===== config.mk =====
export PLATFORM = sky130hd
export DESIGN_NAME = polar_vector_accumulator
export DESIGN_NICKNAME = d
export VERILOG_FILES = /design/src/pva_pkg.sv /design/src/pva_ctrl.sv /design/src/pva_datapath.sv /design/src/polar_vector_accumulator.sv
export SDC_FILE = /design/constraint.sdc
export NUM_CORES = 2
export LEC_CHECK = 0
export ABC_AREA = 1
export BUFFER_PORTS_ARGS = -buffer_cell sky130_fd_sc_hd__buf_4
export CAP_MARGIN = 0
export CELL_PAD_IN_SITES_DETAIL_PLACEMENT = 1
export CELL_PAD_IN_SITES_GLOBAL_PLACEMENT = 2
export CORE_ASPECT_RATIO = 0.7
export CORE_MARGIN = 1
export CORE_UTILIZATION = 42
export CTS_CLUSTER_DIAMETER = 60
export DETAILED_ROUTE_END_ITERATION = 16
export PLACE_DENSITY_LB_ADDON = 0.08
export SLEW_MARGIN = 15
export SYNTH_ARGS = -nofsm -noshare
export SYNTH_HDL_FRONTEND = slang
export SYNTH_SLANG_ARGS = --single-unit

===== constraint.sdc =====
create_clock -name clk -period 19.9 [get_ports clk]
set_clock_uncertainty 0.15 [all_clocks]
set_input_delay 1.99 -clock clk [delete_from_list [all_inputs] [get_ports clk]]
set_output_delay 1.99 -clock clk [all_outputs]
set_load 0.01 [all_outputs]

===== src/pva_pkg.sv =====
// Shared types, constants and sine table generator of the polar vector accumulator.
package pva_pkg;

    localparam int DIST_WIDTH_DEF   = 16;
    localparam int FRAC_BITS_DEF    = 16;
    localparam int CORDIC_STEPS_DEF = 20;

    localparam int ANGLE_IN_W  = 10;
    localparam int ANGLE_OUT_W = 9;
    localparam int ZW          = 27;
    localparam int ITER_W      = 5;
    localparam int SIN_W       = 26;
    localparam int GAIN_FRAC   = 30;
    localparam logic [29:0] KINV_Q30 = 30'd652032874;

    typedef logic [SIN_W-1:0] sin_tab_t [0:90];

    // atan(2^-i) in degrees scaled by 2^16
    localparam logic [ZW-1:0] ATAN_DEG16 [0:31] = '{
        27'd2949120, 27'd1740967, 27'd919879, 27'd466945,
        27'd234379,  27'd117304,  27'd58666,  27'd29335,
        27'd14668,   27'd7334,    27'd3667,   27'd1833,
        27'd917,     27'd458,     27'd229,    27'd115,
        27'd57,      27'd29,      27'd14,     27'd7,
        27'd4,       27'd2,       27'd1,      27'd0,
        27'd0,       27'd0,       27'd0,      27'd0,
        27'd0,       27'd0,       27'd0,      27'd0
    };

    typedef enum logic [3:0] {
        S_IDLE,
        S_LOOK,
        S_MAC,
        S_PREP,
        S_ITER,
        S_GAIN_LO,
        S_GAIN_HI,
        S_ROUND,
        S_EMIT
    } state_t;

    typedef struct packed {
        logic              load;
        logic              look;
        logic              mac;
        logic [2:0]        mac_ph;
        logic              prep;
        logic              iter;
        logic [ITER_W-1:0] it;
        logic              gain_lo;
        logic              gain_hi;
        logic              round;
        logic              emit;
    } cmd_t;

    typedef struct packed {
        logic sum_zero;
        logic last;
    } status_t;

    // Sine table for 0..90 degrees in Q1.fb, built by CORDIC rotation in Q1.30.
    function automatic sin_tab_t build_sin_tab(input int fb, input int steps);
        sin_tab_t t;
        longint   x;
        longint   y;
        longint   z;
        longint   xs;
        longint   ys;
        for (int d = 0; d <= 90; d++)
        begin
            x = longint'(KINV_Q30);
            y = 0;
            z = longint'(d) * 65536;
            for (int i = 0; i < steps && i < 32; i++)
            begin
                xs = x >>> i;
                ys = y >>> i;
                if (z >= 0)
                begin
                    x = x - ys;
                    y = y + xs;
                    z = z - longint'(ATAN_DEG16[i]);
                end
                else
                begin
                    x = x + ys;
                    y = y - xs;
                    z = z + longint'(ATAN_DEG16[i]);
                end
            end
            if (y < 0)
                y = 0;
            y = (y + (longint'(1) << (29 - fb))) >>> (30 - fb);
            if (y > (longint'(1) << fb))
                y = longint'(1) << fb;
            t[d] = SIN_W'(y);
        end
        t[0]  = '0;
        t[90] = SIN_W'(longint'(1) << fb);
        return t;
    endfunction

endpackage


===== src/pva_ctrl.sv =====
// Sequencer of the polar vector accumulator: state machine, counters, result valid.
module pva_ctrl
    import pva_pkg::*;
#(
    parameter int CORDIC_STEPS = CORDIC_STEPS_DEF
)
(
    input  logic    clk,
    input  logic    rst_n,
    input  logic    in_valid,
    output logic    in_ready,
    output logic    out_valid,
    input  logic    out_ready,
    input  status_t status,
    output cmd_t    cmd
);

    localparam logic [ITER_W-1:0] LAST_IT = ITER_W'(CORDIC_STEPS - 1);
    localparam logic [2:0]        MAC_END = 3'd4;

    state_t            state_reg, state_next;
    logic [2:0]        mac_reg, mac_next;
    logic [ITER_W-1:0] it_reg, it_next;
    logic              out_valid_reg, out_valid_next;
    logic              emit_fire;

    assign emit_fire = (state_reg == S_EMIT) && (!out_valid_reg || out_ready);

    always_ff @(posedge clk or negedge rst_n)
    begin
        if (!rst_n)
        begin
            state_reg     <= S_IDLE;
            mac_reg       <= '0;
            it_reg        <= '0;
            out_valid_reg <= 1'b0;
        end
        else
        begin
            state_reg     <= state_next;
            mac_reg       <= mac_next;
            it_reg        <= it_next;
            out_valid_reg <= out_valid_next;
        end
    end

    // next state and counters
    always_comb
    begin
        state_next     = state_reg;
        mac_next       = mac_reg;
        it_next        = it_reg;
        out_valid_next = out_valid_reg && !out_ready;
        case (state_reg)
            S_IDLE:
            begin
                if (in_valid)
                    state_next = S_LOOK;
            end
            S_LOOK:
            begin
                mac_next   = '0;
                state_next = S_MAC;
            end
            S_MAC:
            begin
                mac_next = mac_reg + 3'd1;
                if (mac_reg == MAC_END)
                    state_next = S_PREP;
            end
            S_PREP:
            begin
                it_next    = '0;
                state_next = status.sum_zero ? S_ROUND : S_ITER;
            end
            S_ITER:
            begin
                it_next = it_reg + 1'b1;
                if (it_reg == LAST_IT)
                    state_next = S_GAIN_LO;
            end
            S_GAIN_LO: state_next = S_GAIN_HI;
            S_GAIN_HI: state_next = S_ROUND;
            S_ROUND:   state_next = status.last ? S_EMIT : S_IDLE;
            S_EMIT:
            begin
                if (emit_fire)
                begin
                    out_valid_next = 1'b1;
                    state_next     = S_IDLE;
                end
            end
            default:   state_next = S_IDLE;
        endcase
    end

    // commands
    always_comb
    begin
        cmd         = '0;
        cmd.load    = (state_reg == S_IDLE) && in_valid;
        cmd.look    = (state_reg == S_LOOK);
        cmd.mac     = (state_reg == S_MAC);
        cmd.mac_ph  = mac_reg;
        cmd.prep    = (state_reg == S_PREP);
        cmd.iter    = (state_reg == S_ITER);
        cmd.it      = it_reg;
        cmd.gain_lo = (state_reg == S_GAIN_LO);
        cmd.gain_hi = (state_reg == S_GAIN_HI);
        cmd.round   = (state_reg == S_ROUND);
        cmd.emit    = emit_fire;
    end

    assign in_ready  = (state_reg == S_IDLE);
    assign out_valid = out_valid_reg;

endmodule


===== src/pva_datapath.sv =====
// Datapath: trig lookup, multiply-accumulate, CORDIC vectoring, gain and rounding.
module pva_datapath
    import pva_pkg::*;
#(
    parameter int DIST_WIDTH   = DIST_WIDTH_DEF,
    parameter int FRAC_BITS    = FRAC_BITS_DEF,
    parameter int CORDIC_STEPS = CORDIC_STEPS_DEF
)
(
    input  logic                          clk,
    input  logic                          rst_n,
    input  cmd_t                          cmd,
    output status_t                       status,
    input  logic [DIST_WIDTH-1:0]         in_distance,
    input  logic signed [ANGLE_IN_W-1:0]  in_angle,
    input  logic                          in_last,
    output logic [DIST_WIDTH-1:0]         out_distance,
    output logic signed [ANGLE_OUT_W-1:0] out_angle,
    output logic                          out_saturated
);

    localparam int TW = FRAC_BITS + 2;
    localparam int PW = DIST_WIDTH + TW + 1;
    localparam int XW = DIST_WIDTH + FRAC_BITS + 4;
    localparam int UW = XW + GAIN_FRAC;
    localparam int MW = XW + GAIN_FRAC + 1;
    localparam sin_tab_t SIN_TAB = build_sin_tab(FRAC_BITS, CORDIC_STEPS);
    localparam logic [MW-1:0] DIST_MAX = MW'((64'd1 << DIST_WIDTH) - 64'd1);
    localparam logic [MW-1:0] HALF     = MW'(64'd1 << (FRAC_BITS - 1));
    localparam logic signed [ZW-1:0] Z180 = ZW'(180 * 65536);

    // sine and cosine of a whole-degree angle, returned as {sin, cos}
    function automatic logic [2*TW-1:0] trig_of(input logic signed [ANGLE_IN_W-1:0] ang);
        logic signed [ANGLE_IN_W:0] a;
        logic [6:0]                 r;
        logic [1:0]                 q;
        logic signed [TW-1:0]       sr;
        logic signed [TW-1:0]       sn;
        logic signed [TW-1:0]       s;
        logic signed [TW-1:0]       c;
        a = {ang[ANGLE_IN_W-1], ang};
        if (a < 11'sd0)
            a = a + 11'sd360;
        if (a < 11'sd0)
            a = a + 11'sd360;
        if (a >= 11'sd360)
            a = a - 11'sd360;
        if (a >= 11'sd270)
        begin
            q = 2'd3;
            r = 7'(a - 11'sd270);
        end
        else if (a >= 11'sd180)
        begin
            q = 2'd2;
            r = 7'(a - 11'sd180);
        end
        else if (a >= 11'sd90)
        begin
            q = 2'd1;
            r = 7'(a - 11'sd90);
        end
        else
        begin
            q = 2'd0;
            r = 7'(a);
        end
        sr = $signed(SIN_TAB[r][TW-1:0]);
        sn = $signed(SIN_TAB[7'd90 - r][TW-1:0]);
        case (q)
            2'd0:
            begin
                s = sr;
                c = sn;
            end
            2'd1:
            begin
                s = sn;
                c = -sr;
            end
            2'd2:
            begin
                s = -sr;
                c = -sn;
            end
            default:
            begin
                s = -sn;
                c = sr;
            end
        endcase
        return {s, c};
    endfunction

    logic [DIST_WIDTH-1:0]         in_dist_reg;
    logic signed [ANGLE_IN_W-1:0]  in_ang_reg;
    logic                          last_reg;
    logic [DIST_WIDTH-1:0]         acc_dist_reg;
    logic signed [ANGLE_OUT_W-1:0] acc_ang_reg;
    logic                          sat_reg;
    logic signed [TW-1:0]          s1_reg, c1_reg, s2_reg, c2_reg;
    logic signed [PW-1:0]          prod_reg;
    logic signed [XW-1:0]          x_reg, y_reg;
    logic signed [ZW-1:0]          z_reg;
    logic                          zero_reg;
    logic [GAIN_FRAC-1:0]          plo_reg;
    logic [MW-1:0]                 mag_reg;
    logic [DIST_WIDTH-1:0]         out_dist_reg;
    logic signed [ANGLE_OUT_W-1:0] out_ang_reg;
    logic                          out_sat_reg;

    logic [2*TW-1:0]      t1, t2;
    logic [DIST_WIDTH-1:0] opa;
    logic signed [TW-1:0] opt;
    logic signed [PW-1:0] prod_ext;
    logic signed [XW-1:0] prod_x;
    logic signed [XW-1:0] xs, ys;
    logic signed [ZW-1:0] atan_v;
    logic [UW-1:0]        ux;
    logic [MW-1:0]        mag_r;
    logic                 sat_now;
    logic signed [ZW-1:0] deg;
    logic signed [ZW-1:0] zneg;

    assign t1 = trig_of({acc_ang_reg[ANGLE_OUT_W-1], acc_ang_reg});
    assign t2 = trig_of(in_ang_reg);

    always_comb
    begin
        case (cmd.mac_ph)
            3'd0:
            begin
                opa = acc_dist_reg;
                opt = c1_reg;
            end
            3'd1:
            begin
                opa = in_dist_reg;
                opt = c2_reg;
            end
            3'd2:
            begin
                opa = acc_dist_reg;
                opt = s1_reg;
            end
            default:
            begin
                opa = in_dist_reg;
                opt = s2_reg;
            end
        endcase
    end

    assign prod_ext = $signed({1'b0, opa}) * opt;
    assign prod_x   = {{(XW - PW){prod_reg[PW-1]}}, prod_reg};
    assign xs       = x_reg >>> cmd.it;
    assign ys       = y_reg >>> cmd.it;
    assign atan_v   = $signed(ATAN_DEG16[cmd.it]);
    assign ux       = x_reg[XW-1] ? '0 : UW'(unsigned'(x_reg));
    assign mag_r    = (mag_reg + HALF) >> FRAC_BITS;
    assign sat_now  = !zero_reg && (mag_r > DIST_MAX);
    assign zneg     = -z_reg;

    // round half away from zero, clamp to +-180
    always_comb
    begin
        if (z_reg >= 0)
            deg = (z_reg + ZW'(32768)) >>> 16;
        else
            deg = -((zneg + ZW'(32768)) >>> 16);
        if (deg > ZW'(180))
            deg = ZW'(180);
        if (deg < -ZW'(180))
            deg = -ZW'(180);
    end

    always_ff @(posedge clk or negedge rst_n)
    begin
        if (!rst_n)
        begin
            acc_dist_reg <= '0;
            acc_ang_reg  <= '0;
            sat_reg      <= 1'b0;
        end
        else if (cmd.round)
        begin
            if (zero_reg)
            begin
                acc_dist_reg <= '0;
                acc_ang_reg  <= '0;
            end
            else
            begin
                acc_dist_reg <= sat_now ? DIST_MAX[DIST_WIDTH-1:0] : mag_r[DIST_WIDTH-1:0];
                acc_ang_reg  <= ANGLE_OUT_W'(deg);
            end
            sat_reg <= sat_reg | sat_now;
        end
        else if (cmd.emit)
        begin
            acc_dist_reg <= '0;
            acc_ang_reg  <= '0;
            sat_reg      <= 1'b0;
        end
    end

    always_ff @(posedge clk)
    begin
        if (cmd.load)
        begin
            in_dist_reg <= in_distance;
            in_ang_reg  <= in_angle;
            last_reg    <= in_last;
        end
        if (cmd.look)
        begin
            {s1_reg, c1_reg} <= t1;
            {s2_reg, c2_reg} <= t2;
        end
        if (cmd.mac)
        begin
            prod_reg <= prod_ext;
            case (cmd.mac_ph)
                3'd1:    x_reg <= prod_x;
                3'd2:    x_reg <= x_reg + prod_x;
                3'd3:    y_reg <= prod_x;
                3'd4:    y_reg <= y_reg + prod_x;
                default: ;
            endcase
        end
        if (cmd.prep)
        begin
            zero_reg <= (x_reg == '0) && (y_reg == '0);
            if (x_reg[XW-1])
            begin
                z_reg <= y_reg[XW-1] ? -Z180 : Z180;
                x_reg <= -x_reg;
                y_reg <= -y_reg;
            end
            else
                z_reg <= '0;
        end
        if (cmd.iter)
        begin
            if (y_reg > 0)
            begin
                x_reg <= x_reg + ys;
                y_reg <= y_reg - xs;
                z_reg <= z_reg + atan_v;
            end
            else
            begin
                x_reg <= x_reg - ys;
                y_reg <= y_reg + xs;
                z_reg <= z_reg - atan_v;
            end
        end
        if (cmd.gain_lo)
            plo_reg <= GAIN_FRAC'(({{GAIN_FRAC{1'b0}}, ux[GAIN_FRAC-1:0]}
                       * {{GAIN_FRAC{1'b0}}, KINV_Q30}) >> GAIN_FRAC);
        if (cmd.gain_hi)
            mag_reg <= MW'(ux[UW-1:GAIN_FRAC]) * MW'(KINV_Q30) + MW'(plo_reg);
        if (cmd.emit)
        begin
            out_dist_reg <= acc_dist_reg;
            out_ang_reg  <= acc_ang_reg;
            out_sat_reg  <= sat_reg;
        end
    end

    assign status.sum_zero = (x_reg == '0) && (y_reg == '0);
    assign status.last     = last_reg;
    assign out_distance    = out_dist_reg;
    assign out_angle       = out_ang_reg;
    assign out_saturated   = out_sat_reg;

endmodule


===== src/polar_vector_accumulator.sv =====
// Top level of the polar vector accumulator: ports, sequencer and datapath.
//
//  channel  dir  request carries                               handshake
//  s_axis   in   distance, angle (tdata), end of run (tlast)   tvalid/tready
//  m_axis   out  distance, angle (tdata), saturated (tuser)    tvalid/tready
//
// A request runs through trig lookup, four products through one shared multiplier,
// one CORDIC vectoring step per cycle, two gain products and a rounding step. A
// sum that is exactly the zero vector skips the CORDIC and gain steps. A request
// marked last adds an emit step that moves the resultant into the output register.
// The next request is accepted while a result waits on m_axis; only a second
// result stalls until it is taken.
// Reset (rst_n, asynchronous) clears the resultant, flag and handshake state.
module polar_vector_accumulator
    import pva_pkg::*;
#(
    parameter int DIST_WIDTH   = DIST_WIDTH_DEF,
    parameter int FRAC_BITS    = FRAC_BITS_DEF,
    parameter int CORDIC_STEPS = CORDIC_STEPS_DEF,
    parameter int IN_TW        = ((DIST_WIDTH + ANGLE_IN_W + 7) / 8) * 8,
    parameter int OUT_TW       = ((DIST_WIDTH + ANGLE_OUT_W + 7) / 8) * 8
)
(
    input  logic              clk,
    input  logic              rst_n,
    input  logic              s_axis_tvalid,
    output logic              s_axis_tready,
    input  logic [IN_TW-1:0]  s_axis_tdata,   // in_distance, in_angle, zero pad
    input  logic              s_axis_tlast,
    output logic              m_axis_tvalid,
    input  logic              m_axis_tready,
    output logic [OUT_TW-1:0] m_axis_tdata,   // out_distance, out_angle, zero pad
    output logic              m_axis_tuser    // saturated
);

    cmd_t                          cmd;
    status_t                       status;
    logic [DIST_WIDTH-1:0]         out_distance;
    logic signed [ANGLE_OUT_W-1:0] out_angle;

    pva_ctrl #(
        .CORDIC_STEPS (CORDIC_STEPS)
    ) u_ctrl (
        .clk       (clk),
        .rst_n     (rst_n),
        .in_valid  (s_axis_tvalid),
        .in_ready  (s_axis_tready),
        .out_valid (m_axis_tvalid),
        .out_ready (m_axis_tready),
        .status    (status),
        .cmd       (cmd)
    );

    pva_datapath #(
        .DIST_WIDTH   (DIST_WIDTH),
        .FRAC_BITS    (FRAC_BITS),
        .CORDIC_STEPS (CORDIC_STEPS)
    ) u_datapath (
        .clk           (clk),
        .rst_n         (rst_n),
        .cmd           (cmd),
        .status        (status),
        .in_distance   (s_axis_tdata[DIST_WIDTH-1:0]),
        .in_angle      ($signed(s_axis_tdata[DIST_WIDTH+ANGLE_IN_W-1:DIST_WIDTH])),
        .in_last       (s_axis_tlast),
        .out_distance  (out_distance),
        .out_angle     (out_angle),
        .out_saturated (m_axis_tuser)
    );

    // pack result, zero-fill to whole bytes
    assign m_axis_tdata = OUT_TW'({out_angle, out_distance});

    // a new result appears only from the emit step
    a_emit_source: assert property (@(posedge clk) disable iff (!rst_n)
        $rose(m_axis_tvalid) |-> $past(cmd.emit))
        else $error("result valid rose without emit");

    // an accepted request starts the lookup on the next cycle
    a_accept_to_look: assert property (@(posedge clk) disable iff (!rst_n)
        (s_axis_tvalid && s_axis_tready) |=> cmd.look)
        else $error("accepted request did not start lookup");

    // angle stays in atan2 range
    a_angle_range: assert property (@(posedge clk) disable iff (!rst_n)
        m_axis_tvalid |-> (out_angle <= 9'sd180 && out_angle >= -9'sd180))
        else $error("result angle out of range");

endmodule

==> impl_metrics.py <==
metrics = {
    "route": {
        "drc": 0,
        "drtAntennaViolNets": 0,
        "vias": 69900,
        "routed_wirelength_mm": 294,
        "avgViaCountPerCell": 5.70,
        "dr.pass1.iters": 6,
        "drt_iter0_markers": 6566,
        "avgRoutedWirePerCell_um": 24.0,
    },
    "grt": {
        "grt_remaining_overflow": 0,
        "antenna_found_initial": 7,
        "grt_pass1_wl_mm": 447,
        "grt_max_degree": 74,
        "groute.usage.overall": 0.336,
        "first_global_vias": 71300,
    },
    "critical_path": {
        "timing.rr.start": "u_ctrl.mac_reg[0]",
        "ff2ff_path_depth": 46,
        "worstSetupStartpointType": "flop",
        "critical_path_class": "reg2reg",
        "timing.critical_path.fanout_max": 19,
        "critical_path_depth": 46,
        "cp.required_ns": 20.19,
        "end_kind": "flop",
        "startpoint": "u_ctrl.mac_reg[0]",
        "max_stage_delay_ns": 0.87,
        "arrival_ns": 11.81,
        "crit_slowest_cell": "o21ai_1",
        "cp_num_buf_inv": 11,
        "crit_family": "compound AO/OA/AOI/OAI gates",
        "crit_top_cell": "nand2_1",
    },
    "sta": {
        "setup_ws_ns": 8.38,
        "slew_headroom": 0.139,
        "fmax_mhz": 86.8,
        "setup_viol": 0,
        "fin_hold_ws_ns": 0.304,
        "tns_ns": 0,
        "timing.final.hold_violations": 0,
        "worstMarginPinSlew_ns": 1.28,
        "fin_crit_ns": 11.52,
        "grt_setup_unrepaired": "no",
        "period_share": 0.579,
        "slew_viol_final": 0,
    },
    "floorplanning": {
        "start_util": 0.426,
        "num_io_pins": 72,
        "dieHeight_um": 349,
        "std_cell_rows": 126,
        "die_area_mm2": 0.174,
        "fp.dieW_um": 498,
        "coreArea_mm2": 0.170,
    },
    "place": {
        "dp.final_hpwl_mm": 242,
        "dpl_cell_area_mm2": 0.0751,
        "io_buffers": 58,
        "pre_cts_ws_ns": 8.45,
        "gp_congestion": 0.971,
    },
    "cts": {
        "cts_buffer_depth": 3,
        "clock_sinks": 349,
        "clk_latency_ns": 0.70,
        "root_buffer": "clkbuf_16",
        "cts-hold-fix-buffers": 0,
        "clkTransAtPathRegs_ns": 0.06,
        "cts_tree": "built",
        "cts_setup_buffers": 0,
        "h-tree-depth": 2,
        "cts_buffers": 54,
        "cts_resized": 0,
    },
    "yosys": {
        "ys_seq_area_frac": 0.133,
        "async_flop_share": 0.112,
        "synth_top_area_frac": 0.205,
        "ys_warn_count": 0,
        "yosys.area.top_type": "fa_1",
        "ys_ff_latch": 349,
        "ys_types": 80,
        "synth_ff_type": "edfxtp_1",
        "synth_most_common_cell": "nand2_1",
        "synth_area_leaders": "fa_1 (21%), ha_1 (13%), nand2_1 (12%)",
        "avgSynthCellArea_um2": 7.19,
        "synth_area_mm2": 0.0723,
        "syn-instance-count": 10100,
        "synthTopCellsByCount": "nand2_1 (2,305), inv_1 (1,751), ha_1 (771)",
        "synth_edf_count": 240,
    },
    "job": {
        "maxCapViolations": 0,
    },
    "final_layout": {
        "drive_gt1_frac": 0.0481,
        "syn_to_final_growth_pct": 6.42,
        "diodes": 0,
        "finalNetCount": 11500,
        "final_area_mm2": 0.0769,
    },
    "min_path": {
        "min_path_type": "reg2reg",
        "min_from": "u_datapath.last_reg",
        "hold_depth": 2,
    },
    "status": {
        "status": "finished, final reports clean",
    },
}
cell usage in the layout (no fill, tap or decap), types with 217 or more instances in the layout:
cell / count
nand2_1: 2305
inv_1: 1749
ha_1: 771
fa_1: 741
nor2_1: 725
nand3_1: 664
o21ai_0: 620
a21oi_1: 499
edfxtp_1: 240
xor2_1: 217
path summary, 6_finish.rpt:
path / end / slack, ns
min: u_ctrl.state_reg[3] / 0.30
max reg2reg: u_datapath.prod_reg[33] / 8.38
min reg2reg: u_ctrl.state_reg[3] / 0.30
min in group asynchronous: u_datapath.acc_dist_reg[0] / 1.28
max in group asynchronous: u_ctrl.it_reg[0] / 17.68
max: u_datapath.prod_reg[33] / 8.38
area by class of cell:
type | instances | area (um^2)
clock buffer | 70 | 1470
clock inverter | 32 | 354
fill | 21600 | 92900
inverter | 1794 | 6740
multi-input combinational | 7598 | 54600
sequential | 349 | 9590
tap | 2240 | 2800
timing repair buffer | 190 | 1430
through the flow:
stage	instances	util
after global routing	12300	0.453
final	12300	0.453
after CTS	12300	0.453
after detailed placement	12200	0.442
after global placement	12200	0.442
after floorplan	10100	-
worst register-to-register path, delay by kind of cell (launching register included):
family	cells	cell delay (ns)
flip-flops	1	0.43
AND/OR/NAND/NOR	12	2.53
AO/OA/AOI/OAI	14	3.22
buffers and inverters	11	2.05
adder cells (fa/ha/maj)	8	2.84
XOR/XNOR	1	0.09
cell families (layout without fill, tap and decap cells):
family / count (synthesis) / count (layout) / share of synthesized area
AND/OR/NAND/NOR: 4056 / 4056 / 0.236
buffers and inverters: 2117 / 2086 / 0.115
AO/OA/AOI/OAI: 1637 / 1637 / 0.130
adder cells (fa/ha/maj): 1512 / 1512 / 0.339
flip-flops: 349 / 349 / 0.133
XOR/XNOR: 332 / 332 / 0.0403
multiplexers: 53 / 53 / 0.00734
other: 1 / 8 / 0.0000519
routing by layer:
layer	track usage	wire, um	vias to the layer above
met5	0.00331	138	-
met4	0.0483	3930	8
met3	0.0635	23200	230
met2	0.481	119000	2140
met1	0.523	148000	35200
li1	-	-	32300
Power is not shown: default switching activity piles up to over one toggle a cycle in this logic, so the estimate is an artifact.
